<file path="src/sv/rrqs_pkg.sv">
// shared types and constants for the round-robin quantum scheduler
`timescale 1ns / 1ps

package rrqs_pkg;

	localparam int unsigned MAX_TASKS_DEF = 16;
	localparam logic [15:0] QUANTUM_RST = 16'd4;

	typedef enum logic [1:0] {
		CMD_LOAD  = 2'd0,
		CMD_STEP  = 2'd1,
		CMD_CLEAR = 2'd2,
		CMD_NOP   = 2'd3
	} cmd_t;

	typedef enum logic {
		ST_IDLE = 1'b0,
		ST_EXEC = 1'b1
	} state_t;

	typedef struct packed {
		cmd_t        cmd;
		logic [15:0] task_id;
		logic [15:0] burst_time;
	} in_item_t;

	typedef struct packed {
		logic [15:0] task_id_res;
		logic [15:0] run_time;
		logic [15:0] time_left;
		logic        finished;
		logic        all_done;
		logic [31:0] elapsed;
		logic        load_rejected;
	} out_item_t;

	// controller to datapath commands
	typedef struct packed {
		logic capture;
		logic commit;
	} ctl_t;

endpackage

</file>
<file path="src/sv/rrqs_ctrl.sv">
// controller state machine: item capture, commit and output valid
`timescale 1ns / 1ps

module rrqs_ctrl (
	input  logic          clk,
	input  logic          arst_n,
	input  logic          in_valid,
	output logic          in_ready,
	input  rrqs_pkg::cmd_t in_cmd,
	output logic          out_valid,
	input  logic          out_ready,
	output rrqs_pkg::ctl_t ctl
);

	rrqs_pkg::state_t state_q, state_d;
	logic             out_valid_q;
	logic             out_free;

	assign out_free  = !out_valid_q || out_ready;
	assign out_valid = out_valid_q;

	always_ff @(posedge clk or negedge arst_n) begin
		if (!arst_n) begin
			state_q     <= rrqs_pkg::ST_IDLE;
			out_valid_q <= 1'b0;
		end else begin
			state_q <= state_d;
			if (ctl.commit) begin
				out_valid_q <= 1'b1;
			end else if (out_ready) begin
				out_valid_q <= 1'b0;
			end
		end
	end

	always_comb begin
		state_d     = state_q;
		in_ready    = 1'b0;
		ctl.capture = 1'b0;
		ctl.commit  = 1'b0;
		unique case (state_q)
			rrqs_pkg::ST_IDLE: begin
				in_ready = 1'b1;
				// the unused command is swallowed without a result
				if (in_valid && in_cmd != rrqs_pkg::CMD_NOP) begin
					ctl.capture = 1'b1;
					state_d     = rrqs_pkg::ST_EXEC;
				end
			end
			rrqs_pkg::ST_EXEC: begin
				if (out_free) begin
					ctl.commit = 1'b1;
					state_d    = rrqs_pkg::ST_IDLE;
				end
			end
			default: state_d = rrqs_pkg::ST_IDLE;
		endcase
	end

	a_commit_loads_out: assert property (@(posedge clk) disable iff (!arst_n)
		ctl.commit |=> out_valid_q)
		else $error("commit did not raise out_valid");

	a_no_overwrite: assert property (@(posedge clk) disable iff (!arst_n)
		ctl.commit |-> (!out_valid_q || out_ready))
		else $error("commit while output still held");

	a_capture_then_exec: assert property (@(posedge clk) disable iff (!arst_n)
		ctl.capture |=> (state_q == rrqs_pkg::ST_EXEC && !in_ready))
		else $error("capture did not start execution");

endmodule

</file>
<file path="src/sv/rrqs_dp.sv">
// datapath: task tables, live mask, rotated pick, slice update, output register
`timescale 1ns / 1ps

module rrqs_dp #(
	parameter int unsigned MAX_TASKS = rrqs_pkg::MAX_TASKS_DEF
) (
	input  logic               clk,
	input  logic               arst_n,
	input  rrqs_pkg::ctl_t     ctl,
	input  rrqs_pkg::in_item_t in_data,
	input  logic               cfg_we,
	input  logic [15:0]        cfg_data,
	output rrqs_pkg::out_item_t out_data
);

	localparam int unsigned IDX_W = (MAX_TASKS > 1) ? $clog2(MAX_TASKS) : 1;
	localparam int unsigned CNT_W = $clog2(MAX_TASKS + 1);

	logic [15:0] id_mem   [MAX_TASKS];
	logic [15:0] left_mem [MAX_TASKS];

	logic [15:0]          quantum_q;
	logic [MAX_TASKS-1:0] live_q;
	logic [CNT_W-1:0]     count_q;
	logic [IDX_W-1:0]     next_slot_q;
	logic [31:0]          elapsed_q;

	// captured item and pick
	rrqs_pkg::cmd_t   cmd_q;
	logic [15:0]      tid_q;
	logic [15:0]      burst_q;
	logic [IDX_W-1:0] idx_q;
	logic             found_q;
	logic [15:0]      rd_id_q;
	logic [15:0]      rd_left_q;

	rrqs_pkg::out_item_t out_q;
	rrqs_pkg::out_item_t out_d;

	logic [MAX_TASKS-1:0] from_start;
	logic [MAX_TASKS-1:0] below_cnt;
	logic [MAX_TASKS-1:0] sel_mask;
	logic [IDX_W-1:0]     pick;
	logic                 pick_found;

	// rotated find-first: first live slot at or above next_slot, else lowest live
	always_comb begin
		for (int i = 0; i < MAX_TASKS; i++) begin
			from_start[i] = (IDX_W'(i) >= next_slot_q);
			below_cnt[i]  = (CNT_W'(i) < count_q);
		end
		sel_mask   = ((live_q & from_start) != '0) ? (live_q & from_start) : live_q;
		pick_found = (live_q != '0);
		pick       = '0;
		for (int i = MAX_TASKS - 1; i >= 0; i--) begin
			if (sel_mask[i]) begin
				pick = IDX_W'(i);
			end
		end
	end

	always_ff @(posedge clk) begin
		if (ctl.capture) begin
			cmd_q     <= in_data.cmd;
			tid_q     <= in_data.task_id;
			burst_q   <= in_data.burst_time;
			idx_q     <= pick;
			found_q   <= pick_found;
			rd_id_q   <= id_mem[pick];
			rd_left_q <= left_mem[pick];
		end
	end

	// slice arithmetic
	logic [15:0]          q_eff;
	logic [15:0]          run;
	logic [15:0]          new_left;
	logic [MAX_TASKS-1:0] done_bit;
	logic [MAX_TASKS-1:0] load_bit;
	logic [31:0]          elapsed_step;
	logic                 table_full;
	logic [IDX_W-1:0]     load_idx;

	always_comb begin
		q_eff        = (quantum_q == '0) ? 16'd1 : quantum_q;
		run          = (rd_left_q < q_eff) ? rd_left_q : q_eff;
		new_left     = rd_left_q - run;
		elapsed_step = elapsed_q + {16'd0, run};
		table_full   = (count_q >= CNT_W'(MAX_TASKS));
		load_idx     = count_q[IDX_W-1:0];
		done_bit     = '0;
		load_bit     = '0;
		done_bit[idx_q]    = (new_left == '0);
		load_bit[load_idx] = (burst_q != '0);
	end

	always_ff @(posedge clk) begin
		if (ctl.commit) begin
			if (cmd_q == rrqs_pkg::CMD_LOAD && !table_full) begin
				id_mem[load_idx]   <= tid_q;
				left_mem[load_idx] <= burst_q;
			end else if (cmd_q == rrqs_pkg::CMD_STEP && found_q) begin
				left_mem[idx_q] <= new_left;
			end
		end
	end

	always_ff @(posedge clk or negedge arst_n) begin
		if (!arst_n) begin
			quantum_q   <= rrqs_pkg::QUANTUM_RST;
			live_q      <= '0;
			count_q     <= '0;
			next_slot_q <= '0;
			elapsed_q   <= '0;
		end else begin
			if (cfg_we) begin
				quantum_q <= cfg_data;
			end
			if (ctl.commit) begin
				unique case (cmd_q)
					rrqs_pkg::CMD_LOAD: begin
						if (!table_full) begin
							live_q  <= live_q | load_bit;
							count_q <= count_q + CNT_W'(1);
						end
					end
					rrqs_pkg::CMD_CLEAR: begin
						live_q      <= '0;
						count_q     <= '0;
						next_slot_q <= '0;
						elapsed_q   <= '0;
					end
					rrqs_pkg::CMD_STEP: begin
						if (found_q) begin
							live_q    <= live_q & ~done_bit;
							elapsed_q <= elapsed_step;
							next_slot_q <= ({1'b0, idx_q} + 1'b1 < (IDX_W + 1)'(count_q))
								? idx_q + IDX_W'(1) : '0;
						end
					end
					default: ;
				endcase
			end
		end
	end

	// result of the committed transaction
	always_comb begin
		out_d = '0;
		unique case (cmd_q)
			rrqs_pkg::CMD_LOAD: begin
				out_d.load_rejected = table_full;
				out_d.elapsed       = elapsed_q;
			end
			rrqs_pkg::CMD_CLEAR: begin
				out_d.all_done = 1'b1;
			end
			rrqs_pkg::CMD_STEP: begin
				if (found_q) begin
					out_d.task_id_res = rd_id_q;
					out_d.run_time    = run;
					out_d.time_left   = new_left;
					out_d.finished    = (new_left == '0);
					out_d.all_done    = ((live_q & ~done_bit) == '0);
					out_d.elapsed     = elapsed_step;
				end else begin
					out_d.all_done = 1'b1;
					out_d.elapsed  = elapsed_q;
				end
			end
			default: ;
		endcase
	end

	always_ff @(posedge clk) begin
		if (ctl.commit) begin
			out_q <= out_d;
		end
	end

	assign out_data = out_q;

	a_count_bound: assert property (@(posedge clk) disable iff (!arst_n)
		count_q <= CNT_W'(MAX_TASKS))
		else $error("task count beyond table size");

	a_live_below_count: assert property (@(posedge clk) disable iff (!arst_n)
		(live_q & ~below_cnt) == '0)
		else $error("live slot beyond loaded tasks");

	a_step_elapsed: assert property (@(posedge clk) disable iff (!arst_n)
		(ctl.commit && cmd_q == rrqs_pkg::CMD_STEP && found_q)
			|=> elapsed_q == $past(elapsed_step))
		else $error("elapsed not advanced by the slice");

endmodule

</file>
<file path="src/sv/round_robin_quantum_scheduler_core.sv">
// top level of the round-robin quantum scheduler
//
//  channel  dir  handshake                payload
//  in       in   in_valid / in_ready      in_data  (cmd, task_id, burst_time)
//  out      out  out_valid / out_ready    out_data (slice result)
//  cfg      in   cfg_valid / cfg_ready    cfg_data (quantum)
//
// every item goes through a capture with the rotated pick and table read,
// then a commit with the read-modify-write of the remaining-time table
// commit waits for the output register to be free; a stalled output holds it there
// reset clears the controller, count, live mask, pointer and elapsed; tables need no clearing
// cfg is always ready; the unused command code is taken without a result
`timescale 1ns / 1ps

module round_robin_quantum_scheduler_core #(
	parameter int unsigned MAX_TASKS = rrqs_pkg::MAX_TASKS_DEF
) (
	input  logic                clk,
	input  logic                arst_n,
	input  logic                in_valid,
	output logic                in_ready,
	input  rrqs_pkg::in_item_t  in_data,
	output logic                out_valid,
	input  logic                out_ready,
	output rrqs_pkg::out_item_t out_data,
	input  logic                cfg_valid,
	output logic                cfg_ready,
	input  logic [15:0]         cfg_data
);

	rrqs_pkg::ctl_t ctl;

	assign cfg_ready = 1'b1;

	rrqs_ctrl u_ctrl (
		.clk       (clk),
		.arst_n    (arst_n),
		.in_valid  (in_valid),
		.in_ready  (in_ready),
		.in_cmd    (in_data.cmd),
		.out_valid (out_valid),
		.out_ready (out_ready),
		.ctl       (ctl)
	);

	rrqs_dp #(
		.MAX_TASKS (MAX_TASKS)
	) u_dp (
		.clk      (clk),
		.arst_n   (arst_n),
		.ctl      (ctl),
		.in_data  (in_data),
		.cfg_we   (cfg_valid && cfg_ready),
		.cfg_data (cfg_data),
		.out_data (out_data)
	);

endmodule
</file>
<file path="config.mk">
export PLATFORM = sky130hd
export DESIGN_NAME = round_robin_quantum_scheduler_core
export DESIGN_NICKNAME = d
export VERILOG_FILES = /design/src/sv/rrqs_pkg.sv /design/src/sv/rrqs_ctrl.sv /design/src/sv/rrqs_dp.sv /design/src/sv/round_robin_quantum_scheduler_core.sv
export SDC_FILE = /design/constraint.sdc
export NUM_CORES = 1
export LEC_CHECK = 0
export BUFFER_PORTS_ARGS = -buffer_cell sky130_fd_sc_hd__clkbuf_2
export CAP_MARGIN = 10
export CORE_MARGIN = 5
export CORE_UTILIZATION = 35
export CTS_BUF_LIST = sky130_fd_sc_hd__clkbuf_8
export DETAILED_ROUTE_END_ITERATION = 16
export PLACE_DENSITY = 0.54
export SLEW_MARGIN = 15
export SYNTH_ARGS = -nofsm -noshare
export SYNTH_HDL_FRONTEND = slang
export SYNTH_SLANG_ARGS = --single-unit
</file>
<file path="constraint.sdc">
create_clock -name clk -period 13.9 [get_ports clk]
set_clock_uncertainty 0.2 [all_clocks]
set_input_delay 2.085 -clock clk [delete_from_list [all_inputs] [get_ports clk]]
set_output_delay 2.085 -clock clk [all_outputs]
set_load 0.02 [all_outputs]
</file>
==> flow_summary.json, run 1 <==
{
  "slew_viol_final": 0,
  "cts_buffers": 131,
  "cts_tree": "done",
  "die_h_um": 319,
  "r2r_setup_slack_ns": 6.84,
  "crit_path_start_kind": "flop",
  "worstMarginPinSlew_ns": 1.13,
  "synth_top_area_frac": 0.600,
  "synth_nets": 2545,
  "synth_edf_count": 666,
  "hold_path_class": "reg2reg",
  "io_pins": 141,
  "fmax_ghz": 0.142,
  "endpoint_kind": "flop",
  "post_cts_resized": 0,
  "drive_above_1_share": 0.187,
  "cp_slowest_cell": "or4_1",
  "clock_latency_ns": 0.81,
  "ys.flop_type": "edfxtp_1",
  "clockBufferDepth": 3,
  "worstPathCellList": "inv_1 -> ha_1 -> and2_0 -> a221o_1 -> nand2_1 -> and3_1 -> nand2_2 -> a21oi_1 -> ha_1 -> inv_1 -> ha_1 -> nor4_1 -> a221o_1 -> o221ai_1 -> a31o_2 -> a31oi_1 -> o211a_1 -> and4bb_1 -> and4b_4 -> a21oi_1 -> or4_1 -> a211o_1 -> o41ai_2",
  "worst_path_largest_cell_delay_ns": 0.53,
  "cpMostUsedCell": "ha_1",
  "final_core_util": 0.401,
  "arrival_ns": 7.47,
  "rsz0062_at_grt": "false",
  "dr.pass1.iters": 5,
  "power_density_nw_per_um2": 208,
  "critPathMaxFanout": 13,
  "num_rows": 113,
  "fin_crit_sh": 0.508,
  "postRouteAntennaNets": 0,
  "grt.overflow.total": 0,
  "grt_pass1_vias": 21500,
  "dieWidth_um": 319,
  "area_delta_synth_final_pct": 13.9,
  "vias_per_cell": 5.43,
  "drv_cap": 0,
  "path_clk_slew_ns": 0.06,
  "grtUsageMet1": 0.253,
  "maxSlewHeadroom": 0.249,
  "p_leak_nw": 14.4,
  "dieArea_um2": 102000,
  "critPathBufInv": 2,
  "root_buffer": "clkbuf_8",
  "yosysWarningCount": 0,
  "synth_cells": 2437,
  "postCtsHoldBufs": 0,
  "wl_per_cell_um": 24.6,
  "grt_max_degree": 157,
  "worstPathRequired_ns": 14.31,
  "start_util": 0.352,
  "dp_hpwl_um": 61100,
  "synthTopCellsByArea": "edfxtp_1, mux2i_1, dfrtp_1",
  "cts_setup_buffers": 0,
  "setup_viol": 0,
  "portBuffers": 139,
  "seq_area_frac_synth": 0.656,
  "routed_wl_um": 98100,
  "grt_pass1_wl_um": 144000,
  "ys_ff_latch": 741,
  "htreeDepth": 4,
  "status": "finished, final reports clean",
  "finalHoldViolCount": 0,
  "ys_types": 102,
  "place.gp.congestion": 0.883,
  "grt-busiest-layer": "met2",
  "clock_sink_count": 741,
  "coreArea_um2": 94700,
  "antenna_found_initial": 4,
  "drtIter0Drc": 1927,
  "grt_usage": 0.188,
  "avgSynthCellArea_um2": 13.7,
  "crit_type": "reg2reg",
  "grt_use_met3": 0.0360,
  "synthArstFlopShare": 0.101,
  "setup-tns-final_ns": 0,
  "peakVddDrop_v": 0.000237,
  "globalRouteMet2Util": 0.311,
  "netlist_area_um2": 33400,
  "yosys.area.top_type": "edfxtp_1",
  "fin_crit_ns": 7.06,
  "post-route-drc-count": 0,
  "critical_path.top_delay_family": "compound AO/OA/AOI/OAI gates",
  "fin_nets": 2730,
  "vias": 21600
}
[through the flow]
step / cells / power, mW / area [um2] / hold WS, ns / worst slack (ns)
floorplan: 2437 / 4.99 / 33400 / 0.266 / 8.06
global placement: 3754 / 6.00 / 35500 / 0.281 / 7.07
detailed placement: 3754 / 6.02 / 35500 / 0.285 / 6.90
CTS: 3982 / 7.95 / 38000 / 0.302 / 6.88
global route: 3983 / 8.31 / 38000 / 0.337 / 6.41
finish: 3985 / 7.89 / 38000 / 0.299 / 6.84
[worst register-to-register path, cell delays in order (launching register included)]
cell	delay, ns
dfrtp_1	0.47
inv_1	0.14
ha_1	0.31
and2_0	0.19
a221o_1	0.31
nand2_1	0.12
and3_1	0.46
nand2_2	0.26
a21oi_1	0.40
ha_1	0.30
inv_1	0.10
ha_1	0.25
nor4_1	0.29
a221o_1	0.25
o221ai_1	0.16
a31o_2	0.27
a31oi_1	0.39
o211a_1	0.22
and4bb_1	0.20
and4b_4	0.37
a21oi_1	0.10
or4_1	0.53
a211o_1	0.25
o41ai_2	0.33
[where the power goes]
group | leakage, nW | total (mW) | switching [mW] | internal [mW]
logic | 5.93 | 3.14 | 2.02 | 1.13
registers | 7.06 | 2.83 | 0.164 | 2.67
clock network | 1.42 | 1.91 | 0.940 | 0.968
[synth_stat cells (35+ instances only)]
master,count
clkbuf_1,81
edfxtp_1,666
a22oi_1,38
nor2_1,143
nand2_1,158
and2_1,35
mux2_2,71
o211ai_1,77
and3_1,40
mux2i_1,259
inv_1,69
ha_1,52
o21ai_0,112
dfrtp_1,74
a21oi_1,115
[placed cells by master (no fill, tap or decap), types with 19 or more instances in the layout]
cell type and instances:
a31oi_1 25, nor3_1 33, and3_1 27, a22o_1 30
nand2_1 158, mux2i_1 259, nor2_1 125, clkbuf_2 138
clkbuf_8 133, o211ai_1 77, o21ai_0 107, a22oi_1 38
buf_4 49, inv_1 115, nand3_1 19, ha_1 52
mux2_2 71, a21oi_1 115, and2_1 30, dfrtp_1 74
edfxtp_1 666
[flip-flops by register name (all words and copies together) (netlist names)]
name and cells:
u_dp.quantum_q 16, u_dp.tid_q 16, u_dp.left_mem 256, u_dp.rd_left_q 16, u_dp.live_q 16, u_dp.elapsed_q 32
u_ctrl.out_valid 1, u_dp.idx_q 4, u_dp.found_q 1, u_dp.next_slot_q 4, u_dp.out_data 83, u_dp.count_q 5
u_dp.burst_q 16, u_dp.id_mem 256, u_dp.rd_id_q 16, u_ctrl.state_q 1, u_dp.cmd_q 2
[per-layer routing]
layer | part of all wire | wire length [um] | up-vias
li1 | - | - | 9747
met1 | 0.43 | 42600 | 11000
met2 | 0.48 | 47000 | 765
met3 | 0.058 | 5680 | 161
met4 | 0.029 | 2840 | 0
met5 | 0 | 0 | -
[layout make-up]
class / count / area (um2)
inverter: 72 / 273
fill: 8883 / 56700
tap: 1265 / 1580
clock buffer: 133 / 1830
sequential: 741 / 21900
clock inverter: 95 / 619
antenna: 3 / 7.51
multi-input combinational: 1488 / 10700
timing repair buffer: 188 / 1080
[worst paths after layout]
| kind | start | endpoint | cells after the start |
|---|---|---|---|
| max | u_dp.quantum_q[7] | u_dp.out_data[33] | 23 |
| min | u_ctrl.state_q | u_ctrl.out_valid | 2 |
| max reg2reg | u_dp.quantum_q[7] | u_dp.out_data[33] | 23 |
| min reg2reg | u_ctrl.state_q | u_ctrl.out_valid | 2 |
| max in group asynchronous | arst_n | u_dp.quantum_q[4] | 2 |
| min in group asynchronous | arst_n | u_dp.next_slot_q[0] | 1 |
[kinds of logic (layout without fill, tap and decap cells)]
kind of cell	after synthesis	in the layout	synth area share
flip-flops	741	741	0.656
AO/OA/AOI/OAI	535	535	0.109
AND/OR/NAND/NOR	534	534	0.0777
multiplexers	330	330	0.102
buffers and inverters	208	488	0.0261
adder cells (fa/ha/maj)	62	62	0.0229
XOR/XNOR	26	26	0.00705
other	1	4	0.000112
No activity file was read; power rests on OpenSTA's default activity.
==> run 2: changes to the inputs <==
--- a/config.mk
+++ b/config.mk
@@ -5,6 +5,7 @@
 export SDC_FILE = /design/constraint.sdc
 export NUM_CORES = 1
 export LEC_CHECK = 0
+export ABC_AREA = 1
 export BUFFER_PORTS_ARGS = -buffer_cell sky130_fd_sc_hd__clkbuf_2
 export CAP_MARGIN = 10
 export CORE_MARGIN = 5
==> constraint.sdc (replaced) <==
create_clock -name clk -period 6.8 [get_ports clk]
set_clock_uncertainty 0.2 [all_clocks]
set_input_delay 1.02 -clock clk [delete_from_list [all_inputs] [get_ports clk]]
set_output_delay 1.02 -clock clk [all_outputs]
set_load 0.02 [all_outputs]
==> run 2 against run 1 <==
  * Non-clock buffer count increased by 17
  * Via count grew 6.4%
  * Global-route usage down 0.52 points
  * Synthesized cell count is 25% higher
  * First-iteration DRC count grew 9.1%
  * Critical path type unchanged
  * Highest routed layer unchanged
==> flow_summary.json, run 2 <==
{
  "grt_pass1_vias": 22000,
  "final_cell_mix": "edfxtp_1, nor2_1, o21ai_0, inv_1, nand2_1",
  "cp_slowest_cell": "edfxtp_1",
  "finalHoldViolCount": 0,
  "portBuffers": 139,
  "vias": 23000,
  "antenna_found_initial": 3,
  "postRouteAntennaNets": 0,
  "yosysMostFrequentCell": "edfxtp_1",
  "drtIter0Drc": 2102,
  "clockBufferDepth": 3,
  "final_area_um2": 37600,
  "seqCellArea_um2": 21900,
  "grt_max_degree": 162,
  "ys_ff_latch": 741,
  "place.gp.congestion": 0.866,
  "fin_crit_ns": 5.92,
  "io_pins": 141,
  "endpoint_kind": "flop",
  "synth_nets": 3165,
  "fmax_ghz": 0.169,
  "dp_hpwl_um": 56300,
  "drive_above_1_share": 0.135,
  "maxSlewHeadroom": 0.218,
  "r2r_setup_slack_ns": 0.88,
  "clock_sink_count": 741,
  "r2r_start": "u_dp.rd_left_q[9]",
  "reg2regPathDepth": 33,
  "htreeDepth": 4,
  "fin_nets": 3359,
  "setup_viol": 0,
  "cts_setup_buffers": 0,
  "root_buffer": "clkbuf_8",
  "area_delta_synth_final_pct": 14.5,
  "start_util": 0.352,
  "final_core_util": 0.403,
  "arrival_ns": 6.22,
  "ys_types": 47,
  "status": "finished, final reports clean",
  "crit_path_start_kind": "flop",
  "wl_per_cell_um": 20.1,
  "worstPathRequired_ns": 7.10,
  "critPathMaxFanout": 11,
  "worstMarginPinSlew_ns": 1.17,
  "die_h_um": 316,
  "placed_area_um2": 35100,
  "clock_latency_ns": 0.83,
  "hold-path-endpoint": "u_dp.burst_q[0]",
  "avgSynthCellArea_um2": 10.8,
  "critPathBufInv": 2,
  "yosysWarningCount": 0,
  "ys_top_cells_by_count": "edfxtp_1, nor2_1, o21ai_0",
  "dr.pass1.iters": 5,
  "reg2reg_to": "u_dp.out_data[31]",
  "netlist_area_um2": 32900,
  "worst_path_largest_cell_delay_ns": 0.43,
  "grt.overflow.total": 0,
  "post-route-drc-count": 0,
  "synthArstFlopShare": 0.101,
  "dieWidth_um": 316,
  "yosys.area.top_type": "edfxtp_1",
  "fillers": 9158,
  "synth_top_area_frac": 0.608,
  "cts_buffers": 131,
  "routed_wl_um": 92600,
  "synth_cells": 3057,
  "crit_cells": 33,
  "ys.flop_type": "edfxtp_1",
  "multiInputGateArea_um2": 9320,
  "dp.cells": 4371,
  "vias_per_cell": 4.99,
  "crit_type": "reg2reg",
  "hold_path_class": "in2reg",
  "fin_crit_sh": 0.871,
  "holdPathStages": 1,
  "critical_path.top_delay_family": "simple AND/OR/NAND/NOR gates",
  "cpMostUsedCell": "nand2_1",
  "finalNonFillerCells": 4612,
  "cts_tree": "done",
  "grt_usage": 0.183,
  "coreArea_um2": 93300,
  "slew_viol_final": 0,
  "grt_pass1_wl_um": 138000,
  "synth_edf_count": 666,
  "seq_area_frac_synth": 0.665,
  "path_clk_slew_ns": 0.06,
  "final_common_cell": "edfxtp_1",
  "num_rows": 112,
  "drv_cap": 0,
  "hp-start": "in_data[0]",
  "synthTopCellsByArea": "edfxtp_1, nor2_1, dfrtp_1",
  "setup-tns-final_ns": 0,
  "dieArea_um2": 100000,
  "rsz0062_at_grt": "false"
}
run 2: cell types whose count changed after synthesis, moves of 30 or more:
cell,before,now
mux2_2,71,0
mux2i_1,259,0
inv_1,69,290
a22oi_1,38,0
o22ai_1,14,65
o21ai_1,4,98
and2_1,35,0
nor2_1,143,543
a22o_1,30,0
o21ai_0,112,354
and3_1,40,1
nand2_1,158,320
o211ai_1,77,21
nand3_1,19,181
run 2: cells by family (layout without fill, tap and decap cells):
group	count (synthesis)	after routing	synth area share
buf+inv	446	746	0.0566
other cells	1	2	0.000114
compound gates	667	667	0.108
flops	741	741	0.665
simple gates	1118	1118	0.141
xor+xnor	31	31	0.00826
fa+ha+maj	53	53	0.0204
run 2: routing by layer:
layer / track usage / share of wire / vias to the layer above
met2: 0.298 / 0.47 / 681
met4: 0.0526 / 0.019 / 0
met5: 0 / 0 / -
met3: 0.0284 / 0.059 / 124
met1: 0.257 / 0.45 / 11200
li1: - / - / 11000
run 2: worst max path at each step:
stage / from / end
after global placement: u_dp.quantum_q[9] / u_dp.out_data[31]
final: u_dp.rd_left_q[9] / u_dp.out_data[31]
after detailed placement: u_dp.rd_left_q[9] / u_dp.out_data[31]
after CTS: u_dp.rd_left_q[9] / u_dp.out_data[31]
after global routing: u_dp.quantum_q[9] / u_dp.out_data[31]
after floorplan: u_dp.rd_left_q[9] / u_dp.out_data[31]
run 2: final cells by class:
type / count / share of cell area
flip-flops and latches: 741 / 0.581
clock buffers: 137 / 0.0501
well taps: 1254 / 0.0417
multi-input cells: 1870 / 0.248
inverters: 302 / 0.0303
repair buffers: 205 / 0.0328
clock inverters: 102 / 0.0164
diodes: 1 / 0.0000665
run 2: timing repair:
item / in CTS / in global routing
hold buffers: 1 / 0
endpoints found under the hold margin: 23 / 0
gates resized for setup: 0 / 0
run 2: metrics by stage:
step | hold WS [ns] | setup WS [ns]
after global placement | 0.289 | 1.06
after floorplan | 0.312 | 1.27
final | 0.186 | 0.879
after global routing | 0.131 | 0.266
after CTS | 0.106 | 0.879
after detailed placement | 0.301 | 0.901
run 2: worst reg2reg max path: cells and delay by family, from the launching register on:
family                   cells  cell delay, ns
AO/OA/AOI/OAI                7            1.10
XOR/XNOR                     1            0.20
adder cells (fa/ha/maj)      3            0.97
buffers and inverters        2            0.19
flip-flops                   1            0.43
AND/OR/NAND/NOR             20            2.51
Power of run 2 is not shown: default switching activity piles up to over one toggle a cycle in this logic, so the estimate is an artifact.
